$ cat src/rtl/cco_pkg.sv
// Shared types, constants and the rounded divide-by-255 helper for the coverage blender.
`default_nettype none

package cco_pkg;

	localparam int ChW    = 8;
	localparam int ProdW  = 2 * ChW;
	localparam int ColorW = 32;
	localparam int PosW   = 14;
	localparam int DimW   = 13;
	localparam int CfgIdxW = 1;

	localparam logic [CfgIdxW-1:0] CFG_FRAME_COLS = 1'b0;
	localparam logic [CfgIdxW-1:0] CFG_FRAME_ROWS = 1'b1;

	localparam logic [ChW-1:0]   FullScale = 8'hFF;
	localparam logic [ProdW:0]   RndHalf   = 17'd128;
	localparam logic [ProdW:0]   RndOne    = 17'd1;

	typedef struct packed {
		logic [ChW-1:0] red;
		logic [ChW-1:0] green;
		logic [ChW-1:0] blue;
		logic [ChW-1:0] alpha;
	} rgba_t;

	typedef struct packed {
		logic s1;
		logic s2;
		logic s3;
		logic s4;
	} stage_en_t;

	// Exact (p + 128) / 255 for any product of two bytes.
	function automatic logic [ChW-1:0] div255_round(input logic [ProdW-1:0] p);
		logic [ProdW:0] t;
		logic [ProdW:0] q;
		t = {1'b0, p} + RndHalf;
		q = (t + (t >> ChW) + RndOne) >> ChW;
		return q[ChW-1:0];
	endfunction

endpackage

`default_nettype wire

$ cat src/rtl/coverage_color_over_blend.sv
// Top level of the coverage-weighted source-over pixel blender.
`default_nettype none

// Blends one subtitle color over one destination RGBA pixel per clock. Each input
// word carries a glyph coverage byte, a packed color whose top byte is inverted
// alpha, the destination pixel and its frame position. Source alpha is coverage
// times color alpha divided by 255 with rounding; color channels are premultiplied
// the same way, destination channels are scaled by the inverse alpha and the 8-bit
// sums wrap. Pixels outside the frame, or with a zero source alpha, come out
// unchanged with write_pixel low. The datapath is four register stages deep:
// clip and alpha product, alpha rounding, the seven channel multipliers, then
// rounding, sum and select. A word passes through these in order on its way to
// the output, and a new word can be accepted on every clock unless the output
// stalls. Each stage advances when it is empty or when the stage after it
// advances, so a stall at the output backs up only as far as needed and
// in_ready falls only when all four stages hold words. The user must write frame
// width and height through the cfg port only while the pipeline is empty; the
// block itself does not enforce this. A size of zero clips every pixel.
module coverage_color_over_blend (
	input  wire logic                             clk,
	input  wire logic                             arst_n,
	input  wire logic                             cfg_wr_en,
	input  wire logic [cco_pkg::CfgIdxW-1:0]      cfg_index,
	input  wire logic [cco_pkg::DimW-1:0]         cfg_data,
	input  wire logic                             in_valid,
	output logic                                  in_ready,
	input  wire logic [cco_pkg::ChW-1:0]          coverage,
	input  wire logic [cco_pkg::ColorW-1:0]       packed_color,
	input  wire logic signed [cco_pkg::PosW-1:0]  pos_x,
	input  wire logic signed [cco_pkg::PosW-1:0]  pos_y,
	input  wire logic [cco_pkg::ChW-1:0]          dest_red,
	input  wire logic [cco_pkg::ChW-1:0]          dest_green,
	input  wire logic [cco_pkg::ChW-1:0]          dest_blue,
	input  wire logic [cco_pkg::ChW-1:0]          dest_alpha,
	output logic                                  out_valid,
	input  wire logic                             out_ready,
	output logic [cco_pkg::ChW-1:0]               out_red,
	output logic [cco_pkg::ChW-1:0]               out_green,
	output logic [cco_pkg::ChW-1:0]               out_blue,
	output logic [cco_pkg::ChW-1:0]               out_alpha,
	output logic                                  write_pixel
);

	logic [cco_pkg::DimW-1:0] frame_cols_q;
	logic [cco_pkg::DimW-1:0] frame_rows_q;

	// Valid bits that travel alongside each stage's data.
	logic vld_s1, vld_s2, vld_s3, vld_s4;
	cco_pkg::stage_en_t adv;

	cco_pkg::rgba_t         dest;
	logic [cco_pkg::ChW-1:0] sa_s2;
	logic [cco_pkg::ChW-1:0] inv_s2;
	logic                   draw_s2;
	cco_pkg::rgba_t         src_s2;
	cco_pkg::rgba_t         dest_s2;
	cco_pkg::rgba_t         pix_s4;
	logic                   write_s4;

	// Frame size registers.
	always_ff @(posedge clk or negedge arst_n) begin
		if (!arst_n) begin
			frame_cols_q <= '0;
			frame_rows_q <= '0;
		end else if (cfg_wr_en) begin
			case (cfg_index)
				cco_pkg::CFG_FRAME_COLS: frame_cols_q <= cfg_data;
				cco_pkg::CFG_FRAME_ROWS: frame_rows_q <= cfg_data;
				default: ;
			endcase
		end
	end

	// A stage loads when it is empty or its current word moves on.
	always_comb begin
		adv.s4 = !vld_s4 || out_ready;
		adv.s3 = !vld_s3 || adv.s4;
		adv.s2 = !vld_s2 || adv.s3;
		adv.s1 = !vld_s1 || adv.s2;
	end

	assign in_ready = adv.s1;

	always_ff @(posedge clk or negedge arst_n) begin
		if (!arst_n) begin
			vld_s1 <= 1'b0;
			vld_s2 <= 1'b0;
			vld_s3 <= 1'b0;
			vld_s4 <= 1'b0;
		end else begin
			if (adv.s1) begin
				vld_s1 <= in_valid;
			end
			if (adv.s2) begin
				vld_s2 <= vld_s1;
			end
			if (adv.s3) begin
				vld_s3 <= vld_s2;
			end
			if (adv.s4) begin
				vld_s4 <= vld_s3;
			end
		end
	end

	always_comb begin
		dest.red   = dest_red;
		dest.green = dest_green;
		dest.blue  = dest_blue;
		dest.alpha = dest_alpha;
	end

	cco_alpha u_alpha (
		.clk          (clk),
		.en           (adv),
		.coverage     (coverage),
		.packed_color (packed_color),
		.pos_x        (pos_x),
		.pos_y        (pos_y),
		.dest         (dest),
		.frame_cols   (frame_cols_q),
		.frame_rows   (frame_rows_q),
		.sa_s2        (sa_s2),
		.inv_s2       (inv_s2),
		.draw_s2      (draw_s2),
		.src_s2       (src_s2),
		.dest_s2      (dest_s2)
	);

	cco_blend u_blend (
		.clk      (clk),
		.en       (adv),
		.sa_s2    (sa_s2),
		.inv_s2   (inv_s2),
		.draw_s2  (draw_s2),
		.src_s2   (src_s2),
		.dest_s2  (dest_s2),
		.pix_s4   (pix_s4),
		.write_s4 (write_s4)
	);

	assign out_valid   = vld_s4;
	assign out_red     = pix_s4.red;
	assign out_green   = pix_s4.green;
	assign out_blue    = pix_s4.blue;
	assign out_alpha   = pix_s4.alpha;
	assign write_pixel = write_s4;

	// The input only stalls when every stage is occupied.
	a_full_when_stalled: assert property (@(posedge clk) disable iff (!arst_n)
		!in_ready |-> (vld_s1 && vld_s2 && vld_s3 && vld_s4))
		else $error("input stalled with an empty stage");

	// An accepted word lands in stage one.
	a_accept_fills_s1: assert property (@(posedge clk) disable iff (!arst_n)
		(in_valid && in_ready) |=> vld_s1)
		else $error("accepted word lost at stage one");

	// A word held in the middle of the pipe is not dropped.
	a_s2_holds: assert property (@(posedge clk) disable iff (!arst_n)
		(vld_s2 && !adv.s3) |=> vld_s2)
		else $error("stalled word dropped at stage two");

	// A word leaving stage three always reaches the output stage.
	a_s3_to_s4: assert property (@(posedge clk) disable iff (!arst_n)
		(vld_s3 && adv.s4) |=> vld_s4)
		else $error("word lost between stages three and four");

endmodule

`default_nettype wire

$ cat src/rtl/cco_alpha.sv
// Stages one and two: frame clipping, coverage times color alpha, source alpha rounding.
`default_nettype none

module cco_alpha (
	input  wire logic                         clk,
	input  wire cco_pkg::stage_en_t           en,
	input  wire logic [cco_pkg::ChW-1:0]      coverage,
	input  wire logic [cco_pkg::ColorW-1:0]   packed_color,
	input  wire logic signed [cco_pkg::PosW-1:0] pos_x,
	input  wire logic signed [cco_pkg::PosW-1:0] pos_y,
	input  wire cco_pkg::rgba_t               dest,
	input  wire logic [cco_pkg::DimW-1:0]     frame_cols,
	input  wire logic [cco_pkg::DimW-1:0]     frame_rows,
	output logic [cco_pkg::ChW-1:0]           sa_s2,
	output logic [cco_pkg::ChW-1:0]           inv_s2,
	output logic                              draw_s2,
	output cco_pkg::rgba_t                    src_s2,
	output cco_pkg::rgba_t                    dest_s2
);

	logic                           in_frame;
	logic [cco_pkg::ChW-1:0]        color_alpha;
	logic [cco_pkg::ProdW-1:0]      prod_s1;
	logic                           in_frame_s1;
	cco_pkg::rgba_t                 src_s1;
	cco_pkg::rgba_t                 dest_s1;
	logic [cco_pkg::ChW-1:0]        sa;

	// Sign bit clear means the coordinate is not negative.
	assign in_frame = !pos_x[cco_pkg::PosW-1] && !pos_y[cco_pkg::PosW-1] &&
		(pos_x[cco_pkg::DimW-1:0] < frame_cols) &&
		(pos_y[cco_pkg::DimW-1:0] < frame_rows);

	assign color_alpha = cco_pkg::FullScale - packed_color[31:24];

	always_ff @(posedge clk) begin
		if (en.s1) begin
			prod_s1      <= coverage * color_alpha;
			in_frame_s1  <= in_frame;
			src_s1.red   <= packed_color[7:0];
			src_s1.green <= packed_color[15:8];
			src_s1.blue  <= packed_color[23:16];
			src_s1.alpha <= '0;
			dest_s1      <= dest;
		end
	end

	// A zero coverage or zero color alpha gives a zero product and so a zero source alpha.
	assign sa = cco_pkg::div255_round(prod_s1);

	always_ff @(posedge clk) begin
		if (en.s2) begin
			sa_s2   <= sa;
			inv_s2  <= cco_pkg::FullScale - sa;
			draw_s2 <= in_frame_s1 && (sa != '0);
			src_s2  <= src_s1;
			dest_s2 <= dest_s1;
		end
	end

endmodule

`default_nettype wire

$ cat src/rtl/cco_blend.sv
// Stages three and four: channel products, rounding, wrapped sums and pass-through select.
`default_nettype none

module cco_blend (
	input  wire logic                    clk,
	input  wire cco_pkg::stage_en_t      en,
	input  wire logic [cco_pkg::ChW-1:0] sa_s2,
	input  wire logic [cco_pkg::ChW-1:0] inv_s2,
	input  wire logic                    draw_s2,
	input  wire cco_pkg::rgba_t          src_s2,
	input  wire cco_pkg::rgba_t          dest_s2,
	output cco_pkg::rgba_t               pix_s4,
	output logic                         write_s4
);

	logic [cco_pkg::ProdW-1:0] sr_s3, sg_s3, sb_s3;
	logic [cco_pkg::ProdW-1:0] dr_s3, dg_s3, db_s3, da_s3;
	logic [cco_pkg::ChW-1:0]   sa_s3;
	logic                      draw_s3;
	cco_pkg::rgba_t            dest_s3;
	cco_pkg::rgba_t            blend;

	always_ff @(posedge clk) begin
		if (en.s3) begin
			sr_s3   <= src_s2.red   * sa_s2;
			sg_s3   <= src_s2.green * sa_s2;
			sb_s3   <= src_s2.blue  * sa_s2;
			dr_s3   <= dest_s2.red   * inv_s2;
			dg_s3   <= dest_s2.green * inv_s2;
			db_s3   <= dest_s2.blue  * inv_s2;
			da_s3   <= dest_s2.alpha * inv_s2;
			sa_s3   <= sa_s2;
			draw_s3 <= draw_s2;
			dest_s3 <= dest_s2;
		end
	end

	// Eight-bit sums wrap on overflow.
	always_comb begin
		blend.red   = cco_pkg::div255_round(sr_s3) + cco_pkg::div255_round(dr_s3);
		blend.green = cco_pkg::div255_round(sg_s3) + cco_pkg::div255_round(dg_s3);
		blend.blue  = cco_pkg::div255_round(sb_s3) + cco_pkg::div255_round(db_s3);
		blend.alpha = sa_s3 + cco_pkg::div255_round(da_s3);
	end

	always_ff @(posedge clk) begin
		if (en.s4) begin
			pix_s4   <= draw_s3 ? blend : dest_s3;
			write_s4 <= draw_s3;
		end
	end

endmodule

`default_nettype wire

$ cat config.mk
export PLATFORM = sky130hd
export DESIGN_NAME = coverage_color_over_blend
export DESIGN_NICKNAME = d
export VERILOG_FILES = /design/src/rtl/cco_pkg.sv /design/src/rtl/coverage_color_over_blend.sv /design/src/rtl/cco_alpha.sv /design/src/rtl/cco_blend.sv
export SDC_FILE = /design/constraint.sdc
export NUM_CORES = 2
export LEC_CHECK = 0
export ABC_AREA = 1
export BUFFER_PORTS_ARGS = -buffer_cell sky130_fd_sc_hd__buf_2
export CAP_MARGIN = 10
export CORE_UTILIZATION = 45
export DETAILED_ROUTE_END_ITERATION = 10
export PLACE_DENSITY = 0.62
export SLEW_MARGIN = 10
export SYNTH_ARGS = -nofsm -noshare
export SYNTH_HDL_FRONTEND = slang
export SYNTH_SLANG_ARGS = --single-unit
$ cat constraint.sdc
create_clock -name clk -period 12 [get_ports clk]
set_input_delay 3 -clock clk [delete_from_list [all_inputs] [get_ports clk]]
set_output_delay 3 -clock clk [all_outputs]
set_load 0.02 [all_outputs]
# ---- Word-level counts from Yosys, hierarchy flattened
# Index checks and enable logic that the tools add are counted.
dict set report totals {
  register_bits 362
  elab_cells 102
  out_inout_bits 35
  inputBits 119
}
dict set report op_classes {
  n_reduce_logical 17
  bitwise 1
  mux 1
  n_mul 8
  order_cmp 2
  add_sub_neg 30
}
# operator n
set ops {}
lappend ops {{$add 16x8->17 const B} 8}
lappend ops {{$add 16x1->16 const B} 8}
lappend ops {{$add 16x9->16} 8}
lappend ops {{$mul 8x8->16} 8}
lappend ops {{$add 8x8->8} 4}
lappend ops {{$mux 32} 1}
lappend ops {{$lt 13x13->1} 2}
lappend ops {{$sub 8x8->8 const A} 2}
lappend ops {{$reduce_bool 8->1} 1}
lappend ops {{$logic_not 1->1} 6}
lappend ops {{$logic_and 1x1->1} 4}
lappend ops {{$logic_or 1x1->1} 4}
lappend ops {{$reduce_and 2->1} 2}
lappend ops {{$not 1->1} 1}

# ---- Logic depth before layout (Yosys ltp)
dict set report logic_depth {
  word_depth 5
  ltp_mapped 30
  mapped_depth_nobuf 30
}

# ---- Modules after synthesis
# A second synthesis with hierarchy kept.
dict set report unflattened {
  cells_unflattened 4093
  hier_area_um2 35142.5
}
# mod instances area_per_inst_um2 seq_area_each_um2 cells_each
set by_module_without_submodules {}
lappend by_module_without_submodules {cco_blend 1 26100.0 5585.4 3306}
lappend by_module_without_submodules {cco_alpha 1 7801.2 4384.2 672}
lappend by_module_without_submodules {coverage_color_over_blend 1 1241.2 750.7 115}

# ---- Worst setup path after synthesis
# Ideal clock, no wire load.
dict set report synth_path {
  path_type {input -> output}
  startpoint {input out_ready}
  endpoint {output in_ready}
  n_path_buf 0
  t_arrival_ps 8884
  t_required_ps 9000
  stages 6
  setup_slack_ps 116
  cell_sequence {nor2_1 -> inv_1 -> nor2_1 -> inv_1 -> nor2_1 -> nand2_1}
}
# element line
set synth_rtl {}
lappend synth_rtl {{start, declared} coverage_color_over_blend.sv:36} ;# input wire logic out_ready,
lappend synth_rtl {{end, declared} coverage_color_over_blend.sv:26} ;# output logic in_ready,

==> impl_metrics.yaml <==
clocking:
  h-tree-depth: 2
  cts_setup_buffers: 0
  clk_path_buf_depth: 3
  ctsHoldBuffers: 0
  cts_resized: 0
  cts_buffers: 42
  clk_pin_slew_ns: 0.06
  cts.sinks: 362
  clk_latency_ns: 0.57
  clockRootBuffer: "clkbuf_16"
  cts_tree: "done"
critical_path:
  reg2reg_from: "u_alpha.sa_s2[5]$_DFFE_PP_"
  critPathKind: "in -> out"
  crit_fanout: 90
  worstPathArrival_ns: 5.44
  worst_path_max_delay_cell: "inv_2"
  cp_cell_sequence: "buf_2 > nor2_1 > inv_2 > nor2_1 > inv_6 > nor2_1 > nand2_4 > buf_2"
  critical-path-max-stage-delay_ns: 0.67
  startpoint_type: "primary input"
  cp_data_required_time_ns: 9.00
  cp_top_family: "buffers and inverters"
  crit_buf_inv: 4
  end_kind: "output port"
  crit_start: "out_ready"
  critPathMostFrequentCell: "nor2_1"
logic_synthesis:
  yosysTopAreaCellShare_pct: 28.7
  synth_area_leaders: "edfxtp_1 (29%), fa_1 (17%), ha_1 (15%), inv_1 (11%), nand2_1 (9.9%)"
  ys.flop_type: "edfxtp_1"
  synth_top_cell_by_area: "edfxtp_1"
  synth.top_cells.by_count: "inv_1 (1,018), nand2_1 (915), ha_1 (413)"
  synth_seq_cells: 362
  synthDistinctLibCells: 43
  yosysMostFrequentCell: "inv_1"
  synth-edff-count: 332
  syn_avg_cell_area_um2: 8.60
  yosysWarningCount: 0
  ys_async_sr_fraction_pct: 8.29
  netlist_instances: 4038
  yosysSeqAreaShare_pct: 30.9
  netlist_area_um2: 34700
  synth_fp_nets: 4862
timing:
  worst_slew_pin_slew_ns: 1.05
  fmax_mhz: 118
  finalSetupTns_ns: 0
  post-route-min-period_ns: 8.44
  rsz0062_at_grt: "false"
  drv_slew: 0
  period_share_pct: 70.3
  fin_worst_skew_ns: 0.0318
  relSlewSlack_pct: 30.2
  final_hold_viol_count: 0
  finalSetupViolations: 0
die:
  rows: 101
  core_um2: 76200
  die_w_um: 280
  start_util_pct: 45.6
  dieHeight_um: 280
  die-area_um2: 78300
  io_pins: 154
finish:
  drive_above_1_share_pct: 6.76
  nets: 4969
  final_util_pct: 49.7
  n_antenna_cell: 0
  area_growth_pct: 9.01
drt:
  drt_wl_total_um: 74500
  drtIter0Drc: 1430
  wire_per_inst_um: 14.3
  dr_total_vias: 24900
  drtAntennaViolNets: 0
  via_per_inst: 4.79
  dr.pass1.iters: 5
  drc: 0
worst_hold_path:
  hold_class: "reg -> reg"
  worstHoldStart: "u_alpha.src_s1[16]$_DFFE_PP_"
grt:
  grtUsageTotal_pct: 19.8
  grt_pass1_vias: 25000
  gr-total-overflow: 0
  grt_max_degree: 91
  antenna_found_initial: 1
  grt_pass1_wl_um: 125000
place:
  gp_congestion: 0.869
  portBuffers: 153
  hpwl_um: 57600
run_status:
  status: "complete, no violations"
flow_run:
  maxCapViolCount: 0
==> cell usage in the layout, fill, tap and decap left out, types with 29 or more instances in the layout <==
cell type / synthesis / layout
xnor2_1: 42 / 42
a21oi_1: 173 / 173
o21ai_0: 96 / 96
nand3_1: 96 / 96
fa_1: 292 / 292
buf_2: 0 / 153
dfrtp_1: 30 / 30
ha_1: 413 / 413
edfxtp_1: 332 / 332
xor2_1: 117 / 117
clkbuf_16: 0 / 42
nor2_1: 215 / 215
nand4_1: 29 / 29
nand2_1: 915 / 914
inv_1: 1018 / 1014
==> per-layer routing <==
metal / GRT usage [%] / vias up / share of wire [%] / wire length (um)
met5: 0 / - / 0.015 / 11
met4: 4.62 / 2 / 2.1 / 1530
met3: 2.12 / 96 / 4.4 / 3300
met2: 33.3 / 435 / 46 / 34400
met1: 27.4 / 11700 / 47 / 35300
li1: - / 12600 / - / -
==> state kept, by name, summed over array words and instances, names as in the netlist, 8 cells and up <==
register         cells
u_alpha.dest_s1     32
u_alpha.dest_s2     32
u_blend.dest_s3     32
u_blend.pix_s4      32
u_alpha.src_s1      24
u_alpha.src_s2      24
u_alpha.prod_s1     16
u_blend.da_s3       16
u_blend.db_s3       16
u_blend.dg_s3       16
u_blend.dr_s3       16
u_blend.sb_s3       16
u_blend.sg_s3       16
u_blend.sr_s3       16
frame_cols_q        13
frame_rows_q        13
u_alpha.inv_s2       8
u_alpha.sa_s2        8
u_blend.sa_s3        8
==> kinds of logic after synthesis <==
group	share of synthesized area [%]
adders and majority gates	31.7
and+or+nand+nor	15.1
AOI/OAI and AO/OA	5.68
buffers and inverters	12.5
xor gates and xnor gates	4.10
DFF	30.9
==> final timing paths <==
path / to / slack [ns] / depth (start not counted)
min in group asynchronous: out_valid$_DFFE_PN0P_ / 2.47 / 1
max reg2reg: u_blend.sr_s3[14]$_DFFE_PP_ / 7.25 / 18
min reg2reg: u_alpha.src_s2[16]$_DFFE_PP_ / 0.41 / 0
max in group asynchronous: frame_cols_q[0]$_DFFE_PN0P_ / 9.07 / 1
max: in_ready / 3.56 / 8
min: u_alpha.src_s2[16]$_DFFE_PP_ / 0.41 / 0
==> cell type report <==
class / count / area (um2)
fillers: 7253 / 38300
multi-input cells: 2529 / 19700
flip-flops and latches: 362 / 10700
inverters: 1036 / 3890
well taps: 1030 / 1290
clock buffers: 51 / 1080
repair buffers: 174 / 923
clock inverters: 21 / 287
==> per-stage QoR <==
step	setup slack [ns]	hold WS, ns	std cells	instance area [um2]
after global routing	3.33	0.422	5203	37900
final	3.56	0.413	5203	37900
after floorplan	0.116	0.400	4038	34700
after detailed placement	3.46	0.405	5131	36500
after global placement	3.54	0.401	5131	36500
after CTS	3.47	0.411	5203	37900
Power is not shown: default switching activity piles up to over one toggle a cycle in this logic, so the estimate is an artifact.
